## src/hw/rtl/stt_pkg.sv

```systemverilog
// Package for the source text tokenizer: widths, scan modes, token kinds,
// the keyword table and the small helper functions used by the core.
// No dependencies.
`default_nettype none

package stt_pkg;

  // Sizing
  localparam int MAX_TOKEN_LEN = 64;
  localparam int POSITION_BITS = 20;
  localparam int LEN_BITS      = $clog2(MAX_TOKEN_LEN + 1);
  localparam int KW_COUNT      = 22;
  localparam int KW_IDX_BITS   = 5;
  localparam int KIND_BITS     = 5;
  localparam int FIFO_DEPTH    = 4;
  localparam int PTR_BITS      = $clog2(FIFO_DEPTH);
  localparam int CNT_BITS      = $clog2(FIFO_DEPTH + 1);

  localparam logic [LEN_BITS-1:0]      MAX_LEN  = LEN_BITS'(MAX_TOKEN_LEN);
  localparam logic [KW_COUNT-1:0]      KW_ALL   = {KW_COUNT{1'b1}};
  localparam logic [POSITION_BITS-1:0] LINE_SAT = {{(POSITION_BITS - 1){1'b1}}, 1'b0};

  // Scan modes
  typedef enum logic [3:0] {
    MODE_START    = 4'd0,
    MODE_ID       = 4'd1,
    MODE_NUM      = 4'd2,
    MODE_EQ       = 4'd3,
    MODE_SLASH    = 4'd4,
    MODE_LINE     = 4'd5,
    MODE_BLOCK    = 4'd6,
    MODE_ID_LONG  = 4'd7,
    MODE_NUM_LONG = 4'd8
  } mode_t;

  // Token kinds
  localparam logic [KIND_BITS-1:0] KIND_ERROR   = 5'd0;
  localparam logic [KIND_BITS-1:0] KIND_IDENT   = 5'd1;
  localparam logic [KIND_BITS-1:0] KIND_KEYWORD = 5'd2;
  localparam logic [KIND_BITS-1:0] KIND_NUMBER  = 5'd3;
  localparam logic [KIND_BITS-1:0] KIND_COLON   = 5'd4;
  localparam logic [KIND_BITS-1:0] KIND_SEMI    = 5'd5;
  localparam logic [KIND_BITS-1:0] KIND_HASH    = 5'd6;
  localparam logic [KIND_BITS-1:0] KIND_LBRACE  = 5'd7;
  localparam logic [KIND_BITS-1:0] KIND_RBRACE  = 5'd8;
  localparam logic [KIND_BITS-1:0] KIND_LPAREN  = 5'd9;
  localparam logic [KIND_BITS-1:0] KIND_RPAREN  = 5'd10;
  localparam logic [KIND_BITS-1:0] KIND_COMMA   = 5'd11;
  localparam logic [KIND_BITS-1:0] KIND_DOLLAR  = 5'd12;
  localparam logic [KIND_BITS-1:0] KIND_EQ      = 5'd13;
  localparam logic [KIND_BITS-1:0] KIND_ASSIGN  = 5'd14;
  localparam logic [KIND_BITS-1:0] KIND_DIV     = 5'd15;
  localparam logic [KIND_BITS-1:0] KIND_DONE    = 5'd16;

  // Keyword table, text right-justified, first character in the highest used byte
  localparam logic [63:0] KW_TEXT [KW_COUNT] = '{
    "if", "else", "endif", "for", "while", "switch", "case", "do",
    "break", "continue", "goto", "unsigned", "enum", "typedef", "struct",
    "include", "define", "state", "cts", "stc", "start", "end"
  };
  localparam logic [3:0] KW_LEN [KW_COUNT] = '{
    4'd2, 4'd4, 4'd5, 4'd3, 4'd5, 4'd6, 4'd4, 4'd2, 4'd5, 4'd8, 4'd4,
    4'd8, 4'd4, 4'd7, 4'd6, 4'd7, 4'd6, 4'd5, 4'd3, 4'd3, 4'd5, 4'd3
  };

  // One result item
  typedef struct packed {
    logic [KIND_BITS-1:0]     kind;
    logic [KW_IDX_BITS-1:0]   kw_index;
    logic [POSITION_BITS-1:0] start_ofs;
    logic [LEN_BITS-1:0]      length;
    logic [POSITION_BITS-1:0] line;
    logic                     last;
  } token_t;

  typedef struct packed {
    logic                   hit;
    logic [KW_IDX_BITS-1:0] idx;
  } kw_hit_t;

  function automatic logic is_letter(input logic [7:0] c);
    return ((c >= "A") && (c <= "Z")) || ((c >= "a") && (c <= "z"));
  endfunction

  function automatic logic is_digit(input logic [7:0] c);
    return (c >= "0") && (c <= "9");
  endfunction

  // Drop candidates that are too short for pos or whose character at pos differs from c
  function automatic logic [KW_COUNT-1:0] kw_narrow(input logic [KW_COUNT-1:0] cand,
                                                    input logic [LEN_BITS-1:0] pos,
                                                    input logic [7:0]          c);
    logic [KW_COUNT-1:0] res;
    int                  sh;
    res = cand;
    sh  = 0;
    for (int i = 0; i < KW_COUNT; i++) begin
      if (int'(pos) >= int'(KW_LEN[i])) begin
        res[i] = 1'b0;
      end else begin
        sh = 8 * (int'(KW_LEN[i]) - 1 - int'(pos));
        if (KW_TEXT[i][sh +: 8] != c) begin
          res[i] = 1'b0;
        end
      end
    end
    return res;
  endfunction

  // Find the lowest surviving candidate whose length matches exactly
  function automatic kw_hit_t kw_lookup(input logic [KW_COUNT-1:0] cand,
                                        input logic [LEN_BITS-1:0] len);
    kw_hit_t res;
    res = '0;
    for (int i = KW_COUNT - 1; i >= 0; i--) begin
      if (cand[i] && (LEN_BITS'(KW_LEN[i]) == len)) begin
        res.hit = 1'b1;
        res.idx = KW_IDX_BITS'(i);
      end
    end
    return res;
  endfunction

  function automatic token_t make_token(input logic [KIND_BITS-1:0]     kind,
                                        input logic [KW_IDX_BITS-1:0]   idx,
                                        input logic [POSITION_BITS-1:0] start_ofs,
                                        input logic [LEN_BITS-1:0]      len,
                                        input logic [POSITION_BITS-1:0] line_cnt);
    token_t t;
    t.kind      = kind;
    t.kw_index  = idx;
    t.start_ofs = start_ofs;
    t.length    = len;
    t.line      = line_cnt + POSITION_BITS'(1);
    t.last      = 1'b0;
    return t;
  endfunction

endpackage

`default_nettype wire

```

## src/hw/rtl/source_text_tokenizer.sv

```systemverilog
// Source text tokenizer top level: scan state, keyword mask and token queue.
// Depends on stt_pkg.
//
//   Channel  Direction  Handshake                  Payload
//   text     in         text_valid / text_stall    text_byte
//   token    out        token_valid / token_stall  token_kind, keyword_index,
//                                                  start_offset, lexeme_length,
//                                                  line_number, last_of_run
//
// One byte is taken per cycle while text_stall is low; the scanner finishes
// its work on a byte in the cycle it is accepted and pushes zero, one or two
// tokens into a four-entry queue. Tokens leave the queue one per cycle while
// token_stall is low. text_stall is high while fewer than two queue entries
// are free. Reset (rst, synchronous) empties the queue and returns the
// scanner to its start mode at offset 0, line 1.
`default_nettype none

module source_text_tokenizer (
  input  wire logic                              clk,
  input  wire logic                              rst,
  input  wire logic                              text_valid,
  output logic                                   text_stall,
  input  wire logic [7:0]                        text_byte,
  output logic                                   token_valid,
  input  wire logic                              token_stall,
  output logic [stt_pkg::KIND_BITS-1:0]          token_kind,
  output logic [stt_pkg::KW_IDX_BITS-1:0]        keyword_index,
  output logic [stt_pkg::POSITION_BITS-1:0]      start_offset,
  output logic [stt_pkg::LEN_BITS-1:0]           lexeme_length,
  output logic [stt_pkg::POSITION_BITS-1:0]      line_number,
  output logic                                   last_of_run
);

  // Scanner state
  stt_pkg::mode_t                          mode, mode_next;
  logic [stt_pkg::KW_COUNT-1:0]            cand, cand_next;
  logic [stt_pkg::LEN_BITS-1:0]            tok_len, tok_len_next;
  logic [stt_pkg::POSITION_BITS-1:0]       tok_start, tok_start_next;
  logic [stt_pkg::POSITION_BITS-1:0]       byte_pos, byte_pos_next;
  logic [stt_pkg::POSITION_BITS-1:0]       line_cnt, line_cnt_next;
  logic [7:0]                              prev_byte, prev_byte_next;

  // Token queue
  stt_pkg::token_t                         queue [stt_pkg::FIFO_DEPTH];
  logic [stt_pkg::PTR_BITS-1:0]            wr_ptr, rd_ptr;
  logic [stt_pkg::CNT_BITS-1:0]            fifo_count;

  stt_pkg::token_t                         tok_a, tok_b;
  logic                                    tok_a_v, tok_b_v;
  logic                                    again, was_reset;
  logic                                    text_accept, token_accept;
  stt_pkg::kw_hit_t                        kw_hit;
  logic [7:0]                              c;

  assign c            = text_byte;
  assign text_accept  = text_valid && !text_stall;
  assign token_accept = token_valid && !token_stall;
  assign text_stall   = fifo_count > stt_pkg::CNT_BITS'(stt_pkg::FIFO_DEPTH - 2);
  assign kw_hit       = stt_pkg::kw_lookup(cand, tok_len);

  // Scan one byte: finish the pending lexeme, then rescan from start mode
  always_comb begin
    mode_next      = mode;
    cand_next      = cand;
    tok_len_next   = tok_len;
    tok_start_next = tok_start;
    byte_pos_next  = byte_pos;
    line_cnt_next  = line_cnt;
    prev_byte_next = prev_byte;
    tok_a          = '0;
    tok_b          = '0;
    tok_a_v        = 1'b0;
    tok_b_v        = 1'b0;
    again          = 1'b0;
    was_reset      = 1'b0;

    case (mode)
      stt_pkg::MODE_ID, stt_pkg::MODE_ID_LONG: begin
        if (stt_pkg::is_letter(c) || (c == "_")) begin
          if (mode == stt_pkg::MODE_ID) begin
            if (tok_len < stt_pkg::MAX_LEN) begin
              cand_next    = stt_pkg::kw_narrow(cand, tok_len, c);
              tok_len_next = tok_len + stt_pkg::LEN_BITS'(1);
            end else begin
              mode_next = stt_pkg::MODE_ID_LONG;
            end
          end
        end else begin
          tok_a_v = 1'b1;
          if (mode == stt_pkg::MODE_ID_LONG) begin
            tok_a = stt_pkg::make_token(stt_pkg::KIND_ERROR, '0, tok_start,
                                        stt_pkg::MAX_LEN, line_cnt);
          end else if (kw_hit.hit) begin
            tok_a = stt_pkg::make_token(stt_pkg::KIND_KEYWORD, kw_hit.idx, tok_start,
                                        tok_len, line_cnt);
          end else begin
            tok_a = stt_pkg::make_token(stt_pkg::KIND_IDENT, '0, tok_start,
                                        tok_len, line_cnt);
          end
          mode_next = stt_pkg::MODE_START;
          again     = 1'b1;
        end
        prev_byte_next = c;
      end
      stt_pkg::MODE_NUM, stt_pkg::MODE_NUM_LONG: begin
        if (stt_pkg::is_digit(c) || (c == ".") ||
            (((c == "x") || (c == "X")) && (prev_byte == "0"))) begin
          if (mode == stt_pkg::MODE_NUM) begin
            if (tok_len < stt_pkg::MAX_LEN) begin
              tok_len_next = tok_len + stt_pkg::LEN_BITS'(1);
            end else begin
              mode_next = stt_pkg::MODE_NUM_LONG;
            end
          end
        end else begin
          tok_a_v = 1'b1;
          if (mode == stt_pkg::MODE_NUM_LONG) begin
            tok_a = stt_pkg::make_token(stt_pkg::KIND_ERROR, '0, tok_start,
                                        stt_pkg::MAX_LEN, line_cnt);
          end else begin
            tok_a = stt_pkg::make_token(stt_pkg::KIND_NUMBER, '0, tok_start,
                                        tok_len, line_cnt);
          end
          mode_next = stt_pkg::MODE_START;
          again     = 1'b1;
        end
        prev_byte_next = c;
      end
      stt_pkg::MODE_EQ: begin
        tok_a_v = 1'b1;
        if (c == "=") begin
          tok_a = stt_pkg::make_token(stt_pkg::KIND_EQ, '0, tok_start,
                                      stt_pkg::LEN_BITS'(2), line_cnt);
        end else begin
          tok_a = stt_pkg::make_token(stt_pkg::KIND_ASSIGN, '0, tok_start,
                                      stt_pkg::LEN_BITS'(1), line_cnt);
          again = 1'b1;
        end
        mode_next = stt_pkg::MODE_START;
      end
      stt_pkg::MODE_SLASH: begin
        if (c == "/") begin
          mode_next = stt_pkg::MODE_LINE;
        end else if (c == "*") begin
          mode_next      = stt_pkg::MODE_BLOCK;
          prev_byte_next = 8'd0;
        end else begin
          tok_a_v   = 1'b1;
          tok_a     = stt_pkg::make_token(stt_pkg::KIND_DIV, '0, tok_start,
                                          stt_pkg::LEN_BITS'(1), line_cnt);
          mode_next = stt_pkg::MODE_START;
          again     = 1'b1;
        end
      end
      stt_pkg::MODE_LINE: begin
        if ((c == 8'h0a) || (c == 8'h00)) begin
          mode_next = stt_pkg::MODE_START;
          again     = 1'b1;
        end
      end
      stt_pkg::MODE_BLOCK: begin
        if (c == 8'h00) begin
          mode_next = stt_pkg::MODE_START;
          again     = 1'b1;
        end else if ((c == "/") && (prev_byte == "*")) begin
          mode_next      = stt_pkg::MODE_START;
          prev_byte_next = 8'd0;
        end else begin
          if ((c == 8'h0a) && (line_cnt < stt_pkg::LINE_SAT)) begin
            line_cnt_next = line_cnt + stt_pkg::POSITION_BITS'(1);
          end
          prev_byte_next = c;
        end
      end
      stt_pkg::MODE_START: begin
        again = 1'b1;
      end
      default: begin
        mode_next = stt_pkg::MODE_START;
        again     = 1'b1;
      end
    endcase

    // Start a lexeme at this byte
    if (again) begin
      if ((c == 8'h20) || (c == 8'h09) || (c == 8'h0d)) begin
        // skip blanks
      end else if (c == 8'h0a) begin
        if (line_cnt_next < stt_pkg::LINE_SAT) begin
          line_cnt_next = line_cnt_next + stt_pkg::POSITION_BITS'(1);
        end
      end else if (stt_pkg::is_letter(c)) begin
        mode_next      = stt_pkg::MODE_ID;
        tok_start_next = byte_pos;
        cand_next      = stt_pkg::kw_narrow(stt_pkg::KW_ALL, '0, c);
        tok_len_next   = stt_pkg::LEN_BITS'(1);
        prev_byte_next = c;
      end else if (stt_pkg::is_digit(c)) begin
        mode_next      = stt_pkg::MODE_NUM;
        tok_start_next = byte_pos;
        tok_len_next   = stt_pkg::LEN_BITS'(1);
        prev_byte_next = c;
      end else if (c == "/") begin
        mode_next      = stt_pkg::MODE_SLASH;
        tok_start_next = byte_pos;
      end else if (c == "=") begin
        mode_next      = stt_pkg::MODE_EQ;
        tok_start_next = byte_pos;
      end else if (c == 8'h00) begin
        tok_b_v        = 1'b1;
        tok_b          = stt_pkg::make_token(stt_pkg::KIND_DONE, '0, byte_pos,
                                             '0, line_cnt_next);
        was_reset      = 1'b1;
        mode_next      = stt_pkg::MODE_START;
        cand_next      = stt_pkg::KW_ALL;
        tok_len_next   = '0;
        tok_start_next = '0;
        line_cnt_next  = '0;
        prev_byte_next = 8'd0;
      end else begin
        tok_b_v = 1'b1;
        case (c)
          ":":     tok_b.kind = stt_pkg::KIND_COLON;
          ";":     tok_b.kind = stt_pkg::KIND_SEMI;
          "#":     tok_b.kind = stt_pkg::KIND_HASH;
          "{":     tok_b.kind = stt_pkg::KIND_LBRACE;
          "}":     tok_b.kind = stt_pkg::KIND_RBRACE;
          "(":     tok_b.kind = stt_pkg::KIND_LPAREN;
          ")":     tok_b.kind = stt_pkg::KIND_RPAREN;
          ",":     tok_b.kind = stt_pkg::KIND_COMMA;
          "$":     tok_b.kind = stt_pkg::KIND_DOLLAR;
          default: tok_b.kind = stt_pkg::KIND_ERROR;
        endcase
        tok_b.start_ofs = byte_pos;
        tok_b.length    = stt_pkg::LEN_BITS'(1);
        tok_b.line      = line_cnt_next + stt_pkg::POSITION_BITS'(1);
      end
    end

    // Advance the offset unless end of text reset it
    if (was_reset) begin
      byte_pos_next = '0;
    end else begin
      byte_pos_next = byte_pos + stt_pkg::POSITION_BITS'(1);
    end

    // Mark the final token of this byte
    if (tok_b_v) begin
      tok_b.last = 1'b1;
    end else if (tok_a_v) begin
      tok_a.last = 1'b1;
    end
  end

  // Hold scanner state, update on an accepted item
  always_ff @(posedge clk) begin
    if (rst) begin
      mode      <= stt_pkg::MODE_START;
      cand      <= stt_pkg::KW_ALL;
      tok_len   <= '0;
      tok_start <= '0;
      byte_pos  <= '0;
      line_cnt  <= '0;
      prev_byte <= 8'd0;
    end else if (text_accept) begin
      mode      <= mode_next;
      cand      <= cand_next;
      tok_len   <= tok_len_next;
      tok_start <= tok_start_next;
      byte_pos  <= byte_pos_next;
      line_cnt  <= line_cnt_next;
      prev_byte <= prev_byte_next;
    end
  end

  // Push up to two tokens, in order
  always_ff @(posedge clk) begin
    if (text_accept) begin
      if (tok_a_v) begin
        queue[wr_ptr] <= tok_a;
      end
      if (tok_b_v) begin
        queue[wr_ptr + stt_pkg::PTR_BITS'(tok_a_v)] <= tok_b;
      end
    end
  end

  // Advance queue pointers and fill count
  always_ff @(posedge clk) begin
    if (rst) begin
      wr_ptr     <= '0;
      rd_ptr     <= '0;
      fifo_count <= '0;
    end else begin
      if (text_accept) begin
        wr_ptr <= wr_ptr + stt_pkg::PTR_BITS'(tok_a_v) + stt_pkg::PTR_BITS'(tok_b_v);
      end
      if (token_accept) begin
        rd_ptr <= rd_ptr + stt_pkg::PTR_BITS'(1);
      end
      fifo_count <= fifo_count
                  + stt_pkg::CNT_BITS'(text_accept && tok_a_v)
                  + stt_pkg::CNT_BITS'(text_accept && tok_b_v)
                  - stt_pkg::CNT_BITS'(token_accept);
    end
  end

  // Present the queue head
  assign token_valid   = fifo_count != '0;
  assign token_kind    = queue[rd_ptr].kind;
  assign keyword_index = queue[rd_ptr].kw_index;
  assign start_offset  = queue[rd_ptr].start_ofs;
  assign lexeme_length = queue[rd_ptr].length;
  assign line_number   = queue[rd_ptr].line;
  assign last_of_run   = queue[rd_ptr].last;

  // Checks
  a_queue_bound: assert property (@(posedge clk) disable iff (rst)
    fifo_count <= stt_pkg::CNT_BITS'(stt_pkg::FIFO_DEPTH))
    else $error("token queue overfilled");

  a_room_on_accept: assert property (@(posedge clk) disable iff (rst)
    text_accept |-> (fifo_count <= stt_pkg::CNT_BITS'(stt_pkg::FIFO_DEPTH - 2)))
    else $error("byte taken without room for two tokens");

  a_reset_empty: assert property (@(posedge clk)
    rst |=> (fifo_count == '0) && (mode == stt_pkg::MODE_START))
    else $error("reset left queue or scanner busy");

  a_done_len: assert property (@(posedge clk) disable iff (rst)
    (token_valid && (token_kind == stt_pkg::KIND_DONE)) |->
      ((lexeme_length == '0) && last_of_run))
    else $error("end-of-text token malformed");

  a_kw_index: assert property (@(posedge clk) disable iff (rst)
    (token_valid && (token_kind != stt_pkg::KIND_KEYWORD)) |-> (keyword_index == '0))
    else $error("keyword index set on a non-keyword token");

endmodule

`default_nettype wire
```

## config.mk

```make
export PLATFORM = sky130hd
export DESIGN_NAME = source_text_tokenizer
export DESIGN_NICKNAME = d
export VERILOG_FILES = /design/src/hw/rtl/stt_pkg.sv /design/src/hw/rtl/source_text_tokenizer.sv
export SDC_FILE = /design/constraint.sdc
export NUM_CORES = 1
export LEC_CHECK = 0
export BUFFER_PORTS_ARGS = -buffer_cell sky130_fd_sc_hd__buf_4
export CORE_UTILIZATION = 30
export CTS_BUF_LIST = sky130_fd_sc_hd__clkbuf_4
export CTS_CLUSTER_DIAMETER = 120
export DETAILED_ROUTE_END_ITERATION = 7
export SETUP_SLACK_MARGIN = 0.1
export SYNTH_ARGS = -nofsm -noshare
export SYNTH_HDL_FRONTEND = slang
export SYNTH_SLANG_ARGS = --single-unit
```

## constraint.sdc

```tcl
create_clock -name clk -period 15.4 [get_ports clk]
set_clock_uncertainty 0.15 [all_clocks]
set_input_delay 3.85 -clock clk [delete_from_list [all_inputs] [get_ports clk]]
set_output_delay 3.85 -clock clk [all_outputs]
set_load 0.005 [all_outputs]
```

### After elaboration in Yosys (flattened, before gate mapping)

Memory sizes are Yosys's and may differ from the RTL's. A register that Yosys moved wholly into a read port is not among the register bits.
Index checks and enable logic that the tools add are counted.

* logic and storage cells: 396
* output and inout port bits: 60
* RAM bits: 232
* memories: 1
* bits of input ports: 12
* bits in registers: 108

* shift operators: 22
* bitwise gates (word level): 2
* multiplexer cells: 207
* $add $sub $neg: 17
* reductions and logical operators: 50
* $lt $le $gt $ge: 17
* eq/ne operators: 70

Memory list
* queue: words 4, bits a word 58, read ports 1, clocked after Yosys merged registers in 1, write ports 2, RTL line source_text_tokenizer.sv:44 `stt_pkg::token_t queue [stt_pkg::FIFO_DEPTH];`

Operator list (count)
* $shiftx A64 B11 Y8 const A: 22
* $mux W58: 7
* $mux W20: 19
* $mux W55: 6
* $mux W22: 12
* $pmux W57 S4: 1
* $ne A8 B8 Y1: 22
* $mux W6: 22
* $mux W57: 2
* $eq A8 B6 Y1 const B: 14
* $mux W8: 12
* $mux W7: 13
* $ne A7 B8 Y1 const A: 11
* $mux W1: 84
* $mux W4: 17
* $add A20 B1 Y20 const B: 3
* $eq A8 B7 Y1 const B: 5
* $lt A20 B20 Y1 const B: 2
* $pmux W4 S9: 1
* $logic_and A1 B1 Y1: 32
* $sub A3 B7 Y8 const A: 4
* $eq A3 B7 Y1 const A: 4
* $ge A7 B3 Y1 const B: 4
* $eq A8 B4 Y1 const B: 3
* other kinds (40): 63

### Depth between registers and ports, before layout

* depth after elaboration: 30
* depth in mapped cells: 17
* depth with buffers taken out: 12

### Least setup slack after synthesis

No wires, ideal clock.

* path type: input-to-reg
* start: in text_byte[4]
* end: mem queue[1][0] in the netlist's numbering (enable)
* stages on the path: 16
* arrival: 8302 ps
* setup slack: 6371 ps
* buffers on the path: 6
* cell sequence: buf_6 > or4b_2 > clkbuf_1 > o31ai_1 > and2_1 > clkbuf_1 > nand2_1 > clkbuf_1 > ha_1 > xnor2_1 > and2_1 > nand4_1 > nand4b_1 > clkbuf_1 > buf_1 > nand2_1

RTL lines
* from (decl): RTL line source_text_tokenizer.sv:23 `input wire logic [7:0] text_byte,`
* to (decl): RTL line source_text_tokenizer.sv:44

==> metrics.md <==
| Metric | Value |
|---|---|
| Cts hold-fix bufs | 0 |
| WL per Instance | 22.5 microns |
| Reg2reg setup slack | 9460 ps |
| RSZ-0062 raised after global routing | false |
| Setup TNS | 0 ps |
| Status | complete, no violations |
| Post-synth EDFFs | 188 |
| Share of the synthesized area in the top cell type | 0.276 |
| Post_cts resized | 0 |
| Crit path top cell by count | buf_4 |
| Total track usage | 0.199 |
| Routed vias/inst | 5.88 |
| Fraction of registers with async set/reset | 0 |
| Total placed cells including tap cells | 3,001 |
| Final Cycle Share | 0.594 |
| Max Transition Viols Final | 0 |
| HPWL after DPL | 46,200 microns |
| Clk buf depth | 3 |
| Synth cell types | 91 |
| Vias in the first global route | 17,900 |
| Die height | 263 microns |
| Largest net degree at the start of global routing | 70 |
| Met2 wire len | 33,800 microns |
| Worst-Margin Slew | 1310 ps |
| Final min period | 9140 ps |
| Main synth FF type | edfxtp_1 |
| Core ar. | 67,300 sq um |
| CP Launch Type | input port |
| Antenna-violating nets left | 0 |
| Top Layer Used | met4 |
| Slew HR | 0.125 |
| Mapped Cells | 2,229 |
| Sequential Area | 8730 sq um |
| Met1 WL | 29,200 microns |
| Synth cell count leaders | nand2_1 (232), o22ai_1 (194), edfxtp_1 (188), o21ai_0 (161), clkbuf_1 (156) |
| Layout cells sized above 1 | 0.157 |
| Clk sinks | 342 |
| Maxcap violations | 0 |
| Initial DRT Pass Iterations | 6 |
| Post-synthesis cell area | 20,500 sq um |
| Worst r2r src | line_cnt[0]$_SDFFE_PP0P_ |
| Final worst slack | 6260 ps |
| Synth Register Bits | 342 |
| CP Cell Sequence | buf_4 > or2_2 > a2111oi_0 > a41oi_1 > a31oi_2 > nand2_1 > ha_1 > xnor2_1 > and2_1 > nand4_1 > buf_4 > nand4b_1 > buf_4 > nand2_2 > buf_4 |
| Die X | 263 microns |
| Starting Density | 0.304 |
| Critical path type | in -> reg |
| First-pass GRT wire length | 108,000 microns |
| Clock Latency Late Sink | 830 ps |
| Hold path start | tok_start[18]$_SDFFE_PP0P_ |
| CP endpoint kind | flip-flop |
| H-tree depth | 3 |
| Worst vdd ir | 0.0000756 V |
| Antenna violations before repair | 2 |
| Reg clk slew, reported paths | 60 ps |
| Final WL | 71,200 microns |
| Dpl ws | 5560 ps |
| Seq/Total Area, Yosys | 0.426 |
| # fillers | 6,911 |
| GRT overflow | 0 |
| Worst R2R End | line_cnt[5]$_SDFFE_PP0P_ |
| Number of port buffers | 71 |
| Nets | 2,259 |
| DR vias | 18,700 |
| Critical path arrival | 9530 ps |
| Synthesized area per cell | 9.18 sq um |
| Syn Nets | 2,266 |
| Hold Path Class | reg -> reg |
| P&R area growth vs syn | 11.6% |
| Setup violators final | 0 |
| Power density over the cells | 139 nW/um^2 |
| WHS Path Cells | 2 |
| IO Pins | 72 |
| Max frequency | 0.109 GHz |
| Remaining routing DRC violations | 0 |
| Lkg Pwr | 7.14 nW |
| Dominant cells by area after synthesis | edfxtp_1 (28%), dfxtp_1 (15%), mux4_2 (6.4%) |
| Most common cell in the netlist | nand2_1 |
| Final hold violations | 0 |
| Multi-input gate area | 10,800 sq um |
| R2R cell count | 10 |
| Hold Path Sink | tok_start[18]$_SDFFE_PP0P_ |
| Final non-filler cell total | 3,171 |
| Worst-path fanout max | 69 |
| Final GP Congestion | 0.917 |
| CP max stage cell | a2111oi_0 |
| Largest area contributor in the synthesized netlist | edfxtp_1 |
| Setup Buffers After CTS | 0 |
| CTS Buf Count | 92 |
| Met3 WL | 5390 microns |
| Worst Path Required | 15,790 ps |
| Worst stage delay on the critical path | 940 ps |
| Row count | 95 |
| Root Driver | clkbuf_4 |
| Number of synthesis warnings | 0 |
| DR iter-0 viols | 2,034 |
| Die area | 69,300 sq um |
| CTS tree | yes |
-- worst max-delay path by stage --
stage / start / end / slack (ps) / cells after the start
after global routing: text_byte[4] / queue[1][0]$_DFFE_PP_ / 5840 / 15
final: text_byte[2] / queue[1][0]$_DFFE_PP_ / 6260 / 15
after detailed placement: text_byte[2] / queue[1][53]$_DFFE_PP_ / 5560 / 15
after global placement: text_byte[2] / queue[1][56]$_DFFE_PP_ / 5590 / 15
after floorplan: text_byte[4] / queue[1][0]$_DFFE_PP_ / 6370 / 16
after CTS: text_byte[2] / queue[1][9]$_DFFE_PP_ / 6380 / 15
-- worst max-delay path: cells and delay by family --
kind,cells,cell delay [ps]
buffers and inverters,4,1840
xor gates and xnor gates,1,260
and+or+nand+nor,6,1630
adders and majority gates,1,250
AOI/OAI and AO/OA,3,1640
-- cells by family after synthesis --
kind of cell / share of synthesized area
compound gates: 0.208
simple gates: 0.184
buf+inv: 0.0469
flops: 0.426
xor+xnor: 0.0484
mux: 0.0696
fa+ha+maj: 0.0160
-- area by class of cell --
type / count / share of cell area
clock buffers: 142 / 0.0467
diodes: 2 / 0.000219
multi-input cells: 1649 / 0.473
inverters: 31 / 0.00510
well taps: 873 / 0.0478
clock inverters: 26 / 0.00975
repair buffers: 106 / 0.0348
flip-flops and latches: 342 / 0.382
-- state kept, by name, summed over array words and instances (netlist names), 3 cells and up, named ones only --
name        count
queue         232
cand           22
byte_pos       20
line_cnt       20
tok_start      20
prev_byte       8
tok_len         7
mode            4
fifo_count      3
-- cells in the final DEF (no fill, tap or decap), drive strengths merged, types with 23 or more instances in the layout --
master and count:
a21oi 118, a31oi 33, buf 106, clkbuf 142, dfxtp 154, edfxtp 188, ha 23, inv 32
mux4 58, nand2 232, nand3 138, nand4 29, nor2 150, nor3 46, o21ai 162, o22ai 194
xnor2 75, xor2 38
-- metal layers --
layer / vias to the layer above / track usage
li1: 8516 / -
met1: 9048 / 0.259
met2: 933 / 0.323
met3: 163 / 0.0350
met4: 0 / 0.0904
met5: - / 0
-- power breakdown --
part	total [mW]	leakage [nW]	switching (mW)	internal (mW)
clock	0.885	0.765	0.409	0.476
combinational	1.07	3.51	0.682	0.385
sequential	1.21	2.87	0.0877	1.13
total	3.17	7.14	1.18	1.99
-- per-stage QoR --
step                cell area [sq um]  power, mW  hold slack (ps)   util
detailed placement              21500       2.30              294  0.320
global placement                21500       2.29              285  0.320
global route                    22800       3.32              313  0.339
floorplan                       20500       1.86              273      -
finish                          22800       3.17              307  0.339
CTS                             22800       3.19              306  0.339
(Power assumes the default switching activity.)
